--- src/hw/rtl/nalsc_pkg.sv ---
package nalsc_pkg;

  localparam int OFFSET_BITS = 24;
  localparam int FIELD_W     = 24;
  localparam int SIZE_W      = 3;
  localparam int TDATA_W     = 80;

  typedef logic [OFFSET_BITS-1:0] pos_t;
  typedef logic [FIELD_W-1:0]     field_t;

  localparam pos_t POS_MAX = {OFFSET_BITS{1'b1}};

  localparam logic [SIZE_W-1:0] CODE_SIZE_SHORT = SIZE_W'(3);
  localparam logic [SIZE_W-1:0] CODE_SIZE_LONG  = SIZE_W'(4);

  typedef enum logic [1:0] {
    ST_RECORD   = 2'd0,
    ST_END      = 2'd1,
    ST_NO_CODE  = 2'd2,
    ST_OVERFLOW = 2'd3
  } status_t;

  typedef struct packed {
    logic [7:0] data_byte;
    logic       end_of_stream;
  } item_t;

  typedef struct packed {
    field_t              code_offset;
    logic [SIZE_W-1:0]   code_size;
    field_t              payload_offset;
    field_t              payload_size;
    status_t             status;
    logic                is_last;
  } result_t;

  function automatic field_t to_field(pos_t v);
    logic [OFFSET_BITS+FIELD_W-1:0] ext;
    ext = {{FIELD_W{1'b0}}, v};
    return ext[FIELD_W-1:0];
  endfunction

endpackage

--- src/hw/rtl/annexb_nal_start_code_scanner.sv ---
// A byte is held in the input register, scanned, and its result is registered for the master side.
// Throughput: one byte per cycle while the master side takes results; the scan state
// is updated once per byte between the input and result registers.
// Reset: synchronous, active high; clears the scan state and both register stages,
// so the next byte starts a new stream at offset 0.
module annexb_nal_start_code_scanner (
  input  logic                          clk,
  input  logic                          rst,
  input  logic                          s_axis_tvalid,
  output logic                          s_axis_tready,
  input  logic [7:0]                    s_axis_tdata,  // data_byte
  input  logic                          s_axis_tlast,  // end_of_stream
  output logic                          m_axis_tvalid,
  input  logic                          m_axis_tready,
  // code_offset[23:0], code_size[26:24], payload_offset[50:27], payload_size[74:51]
  output logic [nalsc_pkg::TDATA_W-1:0] m_axis_tdata,
  output logic [1:0]                    m_axis_tuser,  // status
  output logic                          m_axis_tlast   // is_last
);
  import nalsc_pkg::*;

  item_t   in_item;
  item_t   item;
  logic    item_valid;
  logic    can_load;
  logic    fire;
  logic    res_valid;
  result_t res;
  result_t out_res;

  assign in_item.data_byte     = s_axis_tdata;
  assign in_item.end_of_stream = s_axis_tlast;
  assign fire = item_valid && can_load;

  nalsc_in_stage u_in (
    .clk        (clk),
    .rst        (rst),
    .in_valid   (s_axis_tvalid),
    .in_ready   (s_axis_tready),
    .in_item    (in_item),
    .item_valid (item_valid),
    .item       (item),
    .advance    (can_load)
  );

  nalsc_scan_core u_core (
    .clk       (clk),
    .rst       (rst),
    .fire      (fire),
    .item      (item),
    .res_valid (res_valid),
    .res       (res)
  );

  nalsc_out_stage u_out (
    .clk       (clk),
    .rst       (rst),
    .load      (res_valid),
    .res       (res),
    .can_load  (can_load),
    .out_valid (m_axis_tvalid),
    .out_ready (m_axis_tready),
    .out_res   (out_res)
  );

  assign m_axis_tdata = {5'b0, out_res.payload_size, out_res.payload_offset,
                         out_res.code_size, out_res.code_offset};
  assign m_axis_tuser = out_res.status;
  assign m_axis_tlast = out_res.is_last;

endmodule

--- src/hw/rtl/nalsc_in_stage.sv ---
module nalsc_in_stage (
  input  logic                clk,
  input  logic                rst,
  input  logic                in_valid,
  output logic                in_ready,
  input  nalsc_pkg::item_t    in_item,
  output logic                item_valid,
  output nalsc_pkg::item_t    item,
  input  logic                advance
);
  import nalsc_pkg::*;

  assign in_ready = !item_valid || advance;

  always_ff @(posedge clk) begin
    if (rst) begin
      item_valid <= 1'b0;
    end else if (in_ready) begin
      item_valid <= in_valid;
    end
  end

  always_ff @(posedge clk) begin
    if (in_valid && in_ready) begin
      item <= in_item;
    end
  end

endmodule

--- src/hw/rtl/nalsc_scan_core.sv ---
module nalsc_scan_core (
  input  logic                 clk,
  input  logic                 rst,
  input  logic                 fire,
  input  nalsc_pkg::item_t     item,
  output logic                 res_valid,
  output nalsc_pkg::result_t   res
);
  import nalsc_pkg::*;

  pos_t              pos, pos_next;
  logic [23:0]       recent, recent_next;
  logic [1:0]        fresh, fresh_next;
  logic              unit_open, unit_open_next;
  pos_t              open_code_offset, open_code_offset_next;
  logic [SIZE_W-1:0] open_code_size, open_code_size_next;
  pos_t              open_payload_offset, open_payload_offset_next;
  logic              any_unit_seen, any_unit_seen_next;

  logic              saturated;
  logic              detect;
  logic              long_code;
  pos_t              code_start;
  pos_t              pos_inc;
  logic              close_prev;
  logic              close_at_end;

  assign saturated  = (pos == POS_MAX);
  assign detect     = (item.data_byte == 8'h01) && (fresh >= 2'd2)
                      && (recent[7:0] == 8'h00) && (recent[15:8] == 8'h00);
  assign long_code  = (fresh == 2'd3) && (recent[23:16] == 8'h00);
  assign code_start = long_code ? pos - pos_t'(3) : pos - pos_t'(2);
  assign pos_inc    = pos + pos_t'(1);
  assign close_prev = detect && unit_open && (code_start > open_payload_offset);
  assign close_at_end = !detect && unit_open && (pos_inc > open_payload_offset);

  always_comb begin
    pos_next                 = pos;
    recent_next              = recent;
    fresh_next               = fresh;
    unit_open_next           = unit_open;
    open_code_offset_next    = open_code_offset;
    open_code_size_next      = open_code_size;
    open_payload_offset_next = open_payload_offset;
    any_unit_seen_next       = any_unit_seen;
    res_valid                = 1'b0;
    res                      = '0;
    res.status               = ST_RECORD;
    if (fire) begin
      if (saturated) begin
        res_valid  = 1'b1;
        res.status = ST_OVERFLOW;
        res.is_last = item.end_of_stream;
      end else begin
        if (detect) begin
          if (close_prev) begin
            res_valid          = 1'b1;
            res.code_offset    = to_field(open_code_offset);
            res.code_size      = open_code_size;
            res.payload_offset = to_field(open_payload_offset);
            res.payload_size   = to_field(code_start - open_payload_offset);
            any_unit_seen_next = 1'b1;
          end
          unit_open_next           = 1'b1;
          open_code_offset_next    = code_start;
          open_code_size_next      = long_code ? CODE_SIZE_LONG : CODE_SIZE_SHORT;
          open_payload_offset_next = pos_inc;
          fresh_next               = 2'd0;
        end else if (fresh != 2'd3) begin
          fresh_next = fresh + 2'd1;
        end
        recent_next = {recent[15:0], item.data_byte};
        pos_next    = pos_inc;
        if (item.end_of_stream) begin
          if (!close_prev) begin
            if (close_at_end) begin
              res.code_offset    = to_field(open_code_offset);
              res.code_size      = open_code_size;
              res.payload_offset = to_field(open_payload_offset);
              res.payload_size   = to_field(pos_inc - open_payload_offset);
            end else begin
              res.status = any_unit_seen ? ST_END : ST_NO_CODE;
            end
          end
          res_valid   = 1'b1;
          res.is_last = 1'b1;
        end
      end
      if (item.end_of_stream) begin
        pos_next                 = '0;
        recent_next              = '0;
        fresh_next               = '0;
        unit_open_next           = 1'b0;
        open_code_offset_next    = '0;
        open_code_size_next      = '0;
        open_payload_offset_next = '0;
        any_unit_seen_next       = 1'b0;
      end
    end
  end

  always_ff @(posedge clk) begin
    if (rst) begin
      pos                 <= '0;
      recent              <= '0;
      fresh               <= '0;
      unit_open           <= 1'b0;
      open_code_offset    <= '0;
      open_code_size      <= '0;
      open_payload_offset <= '0;
      any_unit_seen       <= 1'b0;
    end else begin
      pos                 <= pos_next;
      recent              <= recent_next;
      fresh               <= fresh_next;
      unit_open           <= unit_open_next;
      open_code_offset    <= open_code_offset_next;
      open_code_size      <= open_code_size_next;
      open_payload_offset <= open_payload_offset_next;
      any_unit_seen       <= any_unit_seen_next;
    end
  end

`ifndef SYNTHESIS
  a_eos_restarts: assert property (@(posedge clk) disable iff (rst)
    fire && item.end_of_stream |=> pos == '0 && !unit_open && !any_unit_seen)
    else $error("stream state not cleared after final byte");

  a_record_size: assert property (@(posedge clk) disable iff (rst)
    res_valid && res.status == ST_RECORD
      |-> (res.code_size == CODE_SIZE_SHORT || res.code_size == CODE_SIZE_LONG)
          && res.payload_size != '0)
    else $error("record with bad start code size or empty payload");

  a_eos_gives_result: assert property (@(posedge clk) disable iff (rst)
    fire && item.end_of_stream |-> res_valid && res.is_last)
    else $error("final byte gave no closing result");

  a_open_unit_valid: assert property (@(posedge clk) disable iff (rst)
    unit_open |-> (open_code_size == CODE_SIZE_SHORT || open_code_size == CODE_SIZE_LONG))
    else $error("open unit has bad start code size");
`endif

endmodule

--- src/hw/rtl/nalsc_out_stage.sv ---
module nalsc_out_stage (
  input  logic                 clk,
  input  logic                 rst,
  input  logic                 load,
  input  nalsc_pkg::result_t   res,
  output logic                 can_load,
  output logic                 out_valid,
  input  logic                 out_ready,
  output nalsc_pkg::result_t   out_res
);
  import nalsc_pkg::*;

  assign can_load = !out_valid || out_ready;

  always_ff @(posedge clk) begin
    if (rst) begin
      out_valid <= 1'b0;
    end else if (can_load) begin
      out_valid <= load;
    end
  end

  always_ff @(posedge clk) begin
    if (load && can_load) begin
      out_res <= res;
    end
  end

endmodule

--- config.mk ---
export PLATFORM = sky130hd
export DESIGN_NAME = annexb_nal_start_code_scanner
export DESIGN_NICKNAME = d
export VERILOG_FILES = /design/src/hw/rtl/nalsc_pkg.sv /design/src/hw/rtl/annexb_nal_start_code_scanner.sv /design/src/hw/rtl/nalsc_in_stage.sv /design/src/hw/rtl/nalsc_scan_core.sv /design/src/hw/rtl/nalsc_out_stage.sv
export SDC_FILE = /design/constraint.sdc
export NUM_CORES = 1
export LEC_CHECK = 0
export BUFFER_PORTS_ARGS = -buffer_cell sky130_fd_sc_hd__buf_2
export CORE_MARGIN = 8
export CORE_UTILIZATION = 40
export DETAILED_ROUTE_END_ITERATION = 16
export HOLD_SLACK_MARGIN = 0.1
export MAX_ROUTING_LAYER = met4
export SYNTH_ARGS = -nofsm -noshare
export SYNTH_HDL_FRONTEND = slang
export SYNTH_SLANG_ARGS = --single-unit
--- constraint.sdc ---
create_clock -name clk -period 7.48 [get_ports clk]
set_input_delay 2.244 -clock clk [delete_from_list [all_inputs] [get_ports clk]]
set_output_delay 2.244 -clock clk [all_outputs]
set_load 0.02 [all_outputs]
## Word level (Yosys, flattened, before mapping)

Index checks and enable logic that the tools add are counted.

| cells by class | value |
|---|---|
| add/subtract/negate cells | 6 |
| $mul | 0 |
| divide/modulo/power cells | 0 |
| $lt $le $gt $ge | 3 |
| equality and inequality tests | 5 |
| shift operators | 0 |
| multiplexer cells | 39 |
| bitwise gates (word level) | 1 |
| reductions and logical operators | 27 |

Operators by type and width:

| operator | count |
|---|---|
| two-way mux 24 bit | 11 |
| two-way mux 75 bit | 3 |
| two-way mux 78 bit | 1 |
| two-way mux 77 bit | 1 |
| > comparator 24 bit | 2 |
| subtractor 24 x 2 -> 24 bit (second input constant) | 2 |
| subtractor 24 bit | 2 |
| adder 24 x 1 -> 24 bit (second input constant) | 1 |
| equality test 24 bit (second input constant) | 1 |
| logical NOT 8 bit | 3 |
| two-way mux 3 bit | 5 |
| two-way mux 1 bit | 12 |
| two-way mux 2 bit | 6 |
| logical AND 1 bit | 11 |
| equality test 8 x 1 -> 1 bit (second input constant) | 1 |
| AND reduction 3 bit | 2 |
| != test 2 bit (second input constant) | 2 |
| AND reduction 4 bit | 1 |
| nonzero test 2 bit | 2 |
| logical NOT 1 bit | 3 |
| nonzero test 3 bit | 1 |
| adder 2 x 1 -> 2 bit (second input constant) | 1 |
| equality test 2 bit (second input constant) | 1 |
| greater-or-equal comparator 2 bit (second input constant) | 1 |
| other kinds (4) | 5 |

| word-level totals | value |
|---|---|
| bits in registers | 192 |
| latch bits | 0 |
| bits in writable memories | 0 |
| ROM bits | 0 |
| input bits | 13 |
| output and inout port bits | 85 |
| memories | 0 |

## Logic depth before layout (Yosys ltp)

Gate-level depths: netlist (run 1).

| logic depth | value |
|---|---|
| depth in word-level cells | 12 |
| mapped depth | 21 |
| depth with buffers taken out | 18 |

## Hierarchy

Synthesis (run 1) repeated with hierarchy kept, for this count alone.

| second synthesis, totals | value |
|---|---|
| cell total of the unflattened synthesis | 1109 |
| area, all modules | 10550.1 µm² |

By module, submodules not included:

| module | instances | cells each | area an instance (µm²) | sequential area each (µm²) |
|---|---|---|---|---|
| nalsc_scan_core | 1 | 1005 | 7780.0 | 2042.0 |
| nalsc_out_stage | 1 | 83 | 2397.3 | 2362.3 |
| nalsc_in_stage | 1 | 14 | 325.3 | 290.3 |
| annexb_nal_start_code_scanner | 1 | 7 | 47.5 | 0.0 |

## Worst setup path before layout (run 1)

Ideal clock, no wire load.

| path | value |
|---|---|
| kind | register to register |
| start | register u_core.recent[18] |
| end | register u_out.out_res[0] (netlist name) |
| setup time | 512 ps |
| arrival | 6677 ps |
| required time | 6968 ps |
| slack | 290 ps |
| cell stages (with the launch flop) | 18 |
| period minus slack after synthesis | 7190 ps |
| cell sequence | dfxtp_1 -> nor4_2 -> nand4b_2 -> mux2i_1 -> nand2_1 -> or3_1 -> nand2b_1 -> xnor2_1 -> ha_1 -> nand2_1 -> o21ai_0 -> or2_2 -> o22ai_1 -> nor2_1 -> and4_4 -> clkbuf_1 -> nor3_1 -> nor2_1 |

| between the ends | value |
|---|---|
| cells in the longest elaborated chain, start to end | 11 |

Ends and longest elaborated chain:

| item | line | RTL |
|---|---|---|
| start, declared | nalsc_scan_core.sv:12 | `logic [23:0] recent, recent_next;` |
| start signal, assigned | nalsc_scan_core.sv:114 | `recent <= recent_next;` |
| logical NOT 8 bit | nalsc_scan_core.sv:31 | `assign long_code = (fresh == 2'd3) && (recent[23:16] == 8'h00);` |
| logical AND 1 bit | nalsc_scan_core.sv:31 |  |
| two-way mux 24 bit | nalsc_scan_core.sv:32 | `assign code_start = long_code ? pos - pos_t'(3) : pos - pos_t'(2);` |
| > comparator 24 bit | nalsc_scan_core.sv:34 | `assign close_prev = detect && unit_open && (code_start > open_payload_offset);` |
| logical AND 1 bit | nalsc_scan_core.sv:34 |  |
| two-way mux 1 bit | nalsc_scan_core.sv:56 | `if (close_prev) begin` |
| two-way mux 1 bit | nalsc_scan_core.sv:55 | `if (detect) begin` |
| two-way mux 1 bit | nalsc_scan_core.sv:74 | `if (item.end_of_stream) begin` |
| two-way mux 1 bit | nalsc_scan_core.sv:50 | `if (saturated) begin` |
| two-way mux 1 bit | nalsc_scan_core.sv:49 | `if (fire) begin` |
| logical AND 1 bit | nalsc_out_stage.sv:24 | `if (load && can_load) begin` |

No other way between the ends.
A chain may end at the register's enable or synchronous reset.

## Worst setup path in the final report (run 1)

| path | value |
|---|---|
| start | register u_core.recent[18] |
| end | register u_out.out_res[70] (netlist name) |

| between the ends | value |
|---|---|
| cells in the longest elaborated chain, start to end | 11 |

Ends and longest elaborated chain:

| item | line |
|---|---|
| logical NOT 8 bit | nalsc_scan_core.sv:31 |
| logical AND 1 bit | nalsc_scan_core.sv:31 |
| two-way mux 24 bit | nalsc_scan_core.sv:32 |
| > comparator 24 bit | nalsc_scan_core.sv:34 |
| logical AND 1 bit | nalsc_scan_core.sv:34 |
| two-way mux 1 bit | nalsc_scan_core.sv:56 |
| two-way mux 1 bit | nalsc_scan_core.sv:55 |
| two-way mux 1 bit | nalsc_scan_core.sv:74 |
| two-way mux 1 bit | nalsc_scan_core.sv:50 |
| two-way mux 1 bit | nalsc_scan_core.sv:49 |
| logical AND 1 bit | nalsc_out_stage.sv:24 |

No other way between the ends.

==> flow_summary.ini, run 1 <==
[layout]
drive_gt1_frac = 0.132
nNetsFinal = 1227
syn2layout_area_growth_pct = 12.5
antennaDiodeCount = 0
post-route-util = 0.452
final-instance-count-excl-fill = 1506

[clocking]
htreeDepth = 4
clock_latency_ns = 0.44
cts-root-buf = clkbuf_16
cts_buffers = 17
clock_sinks = 190
clk_path_buf_depth = 2
cts_resized = 0
cts_hold_buf = 0
postCtsSetupRepairBufs = 0
cts.clk_slew.worst_paths_ns = 0.08
tritoncts = done

[worst_setup_path]
worstPathRequired_ns = 7.60
r2r-start = u_core.recent[18]
worst-setup-path-type = reg -> reg
worstPathArrival_ns = 5.65
end_kind = flip-flop
crit_fanout = 46
cp-start-kind = flip-flop
cp-startpoint = u_core.recent[18]

[sta]
fin_setup_tns_ns = 0
slew_headroom = 0.306
period_needed_ns = 5.53
max_freq_mhz = 181
finalCritPeriodShare = 0.740
clock-skew-final_ns = 0.0131
rsz0062_at_grt = no
final_hold_viol_count = 0
tightest_slew_ns = 1.04
finalSetupViolCount = 0
drv_slew = 0

[placed_design]
routabilityCongestion = 0.938
dp.cells = 1474
port_buffers = 92
dp_hpwl_um = 20300

[synth]
ys_warn_count = 0
synth_seq_cells = 190
ys_top_cells_by_count = 155 x nor2_1, 104 x dfxtp_1, 89 x a22oi_1, 86 x edfxtp_1, 67 x a21oi_1
seq_area_frac_synth = 0.451
synthTopCellsByArea = edfxtp_1 25%, dfxtp_1 20%, ha_1 6.5%, a22oi_1 6.5%, nor2_1 5.6%
ys_types = 67
synth_top_area_cell = edfxtp_1
synth_top_cell_area_share = 0.249
syn_area_per_cell_um2 = 9.40
synth_ff_type = dfxtp_1
yosysMostFrequentCell = nor2_1
synth_edf_count = 86
synthArstFlopShare = 0
syn_inst = 1102
syn_area_um2 = 10400

[detailed_routing]
dr.pass1.iters = 5
drt_iter0_drc = 707
drt-total-wl_um = 27900
wl_per_cell_um = 18.5
via_per_inst = 5.52
route.detailed.drc = 0
postRouteAntennaNets = 0
vias = 8307

[global_route]
grt_overflow_total = 0
antenna_found_initial = 0
grt_use_total = 0.182
grt_start_max_net_pins = 47
grt_pass1_wl_um = 43700
grt_pass1_vias = 7942

[floorplanning]
coreArea_um2 = 25800
rows = 59
die_w_um = 177
die_h_um = 177
start_util = 0.402
die-area_um2 = 31300
io_pins = 98

[min_path]
hold_start = u_core.open_payload_offset[19]
min-delay-path-class = reg -> reg

[status]
status = finished clean

[pwr]
peakVddDrop_mv = 0.123
leakage_nw = 4.43
powerDensity_nw_per_um2 = 187

[run]
max_cap_violations = 0
registers in the layout, summed over array words and instances (netlist names):
register                    cells
u_in.item_valid                 1
u_out.out_res                  77
u_core.unit_open                1
u_core.fresh                    2
u_out.out_valid                 1
u_core.open_payload_offset     24
u_core.open_code_offset        24
u_in.item                       9
u_core.pos                     24
u_core.open_code_size           2
u_core.recent                  24
u_core.any_unit_seen            1
logic make-up (layout without fill, tap and decap cells):
group	Yosys count	count (layout)	share of synthesized area
other	1	5	0.000362
buffers and inverters	116	181	0.0498
flip-flops	190	190	0.451
multiplexers	3	3	0.00302
AND/OR/NAND/NOR	384	384	0.181
XOR/XNOR	86	86	0.0727
adder cells (fa/ha/maj)	56	56	0.0691
AO/OA/AOI/OAI	266	266	0.173
path summary, 6_finish.rpt:
check / slack, ns / cells past startpoint / endpoint
min: 0.45 / 2 / u_core.open_payload_offset[19]
max reg2reg: 1.95 / 16 / u_out.out_res[70]
max: 1.95 / 16 / u_out.out_res[70]
min reg2reg: 0.45 / 2 / u_core.open_payload_offset[19]
worst max-delay path, cell delays in order (launching register included):
cell and delay (ns):
dfxtp_1 0.33, nor4_2 0.32, nand4b_2 0.36, mux2i_1 0.24, nand2_1 0.15, o41ai_1 0.27, o21ai_0 0.32, ha_1 0.50
nand2_1 0.09, o21ai_0 0.22, a21o_1 0.28, a2111oi_2 0.11, nor2_1 0.16, and4_4 0.47, nor3_1 0.14, nor2_4 0.85
buf_12 0.33
metal layers:
layer / vias up / part of all wire / track usage
li1: 4070 / - / -
met4: 0 / 0.017 / 0.0525
met2: 220 / 0.49 / 0.301
met1: 3988 / 0.44 / 0.227
met3: 29 / 0.049 / 0.0286
met5: - / 0 / -
placed cells by master (no fill, tap or decap), drive strengths merged, types with 4 or more instances in the layout:
master    n
nor3     41
and4      6
nor2b     5
and3     10
nor4     14
dfxtp   104
clkinv    6
o21ai    34
or4       4
o21a      6
conb      5
a22oi    89
inv      54
a21o     20
a31oi     5
a32o      4
nand2b   14
xnor2    57
ha       54
a21oi    68
o21bai    4
xor2     29
nand2    54
o41ai     4
clkbuf   18
and2     31
nor2    159
buf     103
nand4    11
nand3    22
a211o     4
edfxtp   86
area by class of cell:
type,instances,area (µm²)
inverter,46,173
multi-input combinational,800,5210
fill,2480,14100
sequential,190,4660
timing repair buffer,103,556
clock buffer,18,450
clock inverter,14,183
tap,335,419
stage by stage:
| stage | total power, mW | worst slack [ns] | instance area, µm² | hold WS, ns |
|---|---|---|---|---|
| after floorplan | 1.22 | 0.290 | 10400 | 0.432 |
| after global placement | 1.25 | 2.11 | 11000 | 0.440 |
| after detailed placement | 1.25 | 1.94 | 11000 | 0.444 |
| after CTS | 2.20 | 1.92 | 11700 | 0.456 |
| after global routing | 2.25 | 1.52 | 11700 | 0.478 |
| final | 2.18 | 1.95 | 11700 | 0.453 |
where the power goes:
part           switching [mW]  internal, mW
sequential            0.00915          1.09
combinational          0.0886        0.0364
clock                   0.470         0.478
total                   0.568          1.61
Note: power is estimated with default switching activity, not from simulation.
==> inputs of run 2 (changes only) <==
==> constraint.sdc (replaced) <==
create_clock -name clk -period 4.9 [get_ports clk]
set_input_delay 1.47 -clock clk [delete_from_list [all_inputs] [get_ports clk]]
set_output_delay 1.47 -clock clk [all_outputs]
set_load 0.02 [all_outputs]
==> flow_summary.ini, run 2 (same netlist as run 1, synthesis figures left out) <==
[status]
status = finished clean

[min_path]
hold_start = u_core.open_payload_offset[19]
min-delay-path-class = reg -> reg
whs_path_depth = 2
hold_end = u_core.open_payload_offset[19]

[global_route]
grt-busiest-layer = met2
grt_util_met1 = 0.233
grt_start_max_net_pins = 48
grt_use_total = 0.187
use_met3 = 0.0288
globalRouteMet2Util = 0.303
grt_pass1_wl_um = 44700
antenna_found_initial = 0
grt_pass1_vias = 8144
grt_overflow_total = 0

[pwr]
p_int_mw = 2.43
p_seq_frac = 0.520
total_power_mw = 3.24
peakVddDrop_mv = 0.223
switching_share = 0.249
p_switching_uw = 807
clkPwrFrac = 0.418
leakage_nw = 4.60
powerDensity_nw_per_um2 = 272
comb_power_share = 0.063

[clocking]
clock_sinks = 190
cts-root-buf = clkbuf_16
cts.clk_slew.worst_paths_ns = 0.07
clk_path_buf_depth = 2
tritoncts = done
htreeDepth = 4
cts_buffers = 17
clock_latency_ns = 0.44
cts_hold_buf = 0
postCtsSetupRepairBufs = 0

[floorplanning]
coreArea_um2 = 25800
die-area_um2 = 31300
die_h_um = 177
die_w_um = 177
start_util = 0.402
rows = 59
io_pins = 98

[run]
max_cap_violations = 0

[sta]
final_hold_viol_count = 0
tightest_slew_ns = 1.06
rsz0062_at_grt = no
finalSetupViolCount = 0
clock-skew-final_ns = 0.0163
slew_headroom = 0.295
max_freq_mhz = 221
drv_slew = 0
period_needed_ns = 4.52
finalCritPeriodShare = 0.923
fin_setup_tns_ns = 0
holdWs_ns = 0.463

[worst_setup_path]
r2r_setup_slack_ns = 0.38
worst-setup-path-type = reg -> reg
rr_worst_depth = 17
worstPathArrival_ns = 4.68
worstPathRequired_ns = 5.06
reg2reg_to = u_out.out_res[11]
end_kind = flip-flop
r2r-start = u_core.recent[18]
cp-start-kind = flip-flop
crit_fanout = 47

[detailed_routing]
drt_iter0_drc = 686
drt-total-wl_um = 28600
dr.pass1.iters = 6
wl_per_cell_um = 18.6
vias = 8455
route.detailed.drc = 0
via_per_inst = 5.49
postRouteAntennaNets = 0

[layout]
post-route-util = 0.462
antennaDiodeCount = 0
nNetsFinal = 1261
drive_gt1_frac = 0.158
largest_reg_flops = 77
final_common_cell = nor2_1
regMostFlops = u_out.out_res
nFillCells = 2472
syn2layout_area_growth_pct = 15.0
layout_common_cells = 153 x nor2_1, 104 x dfxtp_1, 92 x buf_2

[placed_design]
port_buffers = 92
dp_hpwl_um = 21100
routabilityCongestion = 0.941
[run 2: power groups by stage]
stage	clock, mW	combinational [mW]	sequential, mW
finish	1.35	0.203	1.68
global route	1.44	0.220	1.69
CTS	1.38	0.203	1.68
detailed placement	0	0.202	1.72
global placement	0	0.201	1.72
floorplan	0	0.122	1.73
[run 2: how the worst max path moves through the flow]
stage                      startpoint           endpoint  slack [ns]
global route            u_core.pos[7]  u_out.out_res[34]       0.005
global placement        u_core.pos[7]   u_out.out_res[1]        0.25
detailed placement      u_core.pos[7]   u_out.out_res[1]        0.18
finish              u_core.recent[18]  u_out.out_res[11]        0.38
floorplan           u_core.recent[18]   u_out.out_res[0]        0.01
CTS                     u_core.pos[7]   u_out.out_res[1]        0.15
[run 2: critical path, cell delays in order (launching register included)]
cell	delay (ns)
dfxtp_1	0.32
nor4_2	0.29
nand4b_2	0.23
mux2i_1	0.20
nand2_1	0.15
or3_4	0.45
nor4_2	0.19
xor2_1	0.33
ha_1	0.36
nand2_1	0.14
o21ai_0	0.11
or2_2	0.31
a2111oi_2	0.28
nor2_1	0.11
and4_4	0.26
nor3_2	0.19
nor2_4	0.08
buf_12	0.18
[run 2: repair_timing]
item,4_1_cts,5_1_grt
setup endpoints to repair,0,140
endpoints found under the hold margin,0,0
resized for setup,0,6
[run 2: layout make-up]
type / instances / area, µm² / share of cell area
Tap cell: 335 / 419 / 0.0352
Clock buffer: 21 / 462 / 0.0388
Clock inverter: 11 / 96.3 / 0.00809
Sequential cell: 190 / 4660 / 0.392
Inverter: 46 / 173 / 0.0145
Timing Repair Buffer: 137 / 852 / 0.0715
Multi-Input combinational cell: 800 / 5240 / 0.440
[run 2: through the flow]
stage / instance area (µm²) / setup WS (ns) / instances
4_1_cts: 11900 / 0.150 / 1540
2_1_floorplan: 10400 / 0.0111 / 1106
3_5_place_dp: 11300 / 0.178 / 1508
6_report: 11900 / 0.380 / 1540
5_1_grt: 11900 / 0.00502 / 1540
3_3_place_gp: 11300 / 0.253 / 1508
[run 2: layer usage]
metal	up-vias	share of wire
li1	4142	-
met1	4023	0.44
met2	241	0.48
met3	49	0.050
met4	0	0.029
met5	-	0
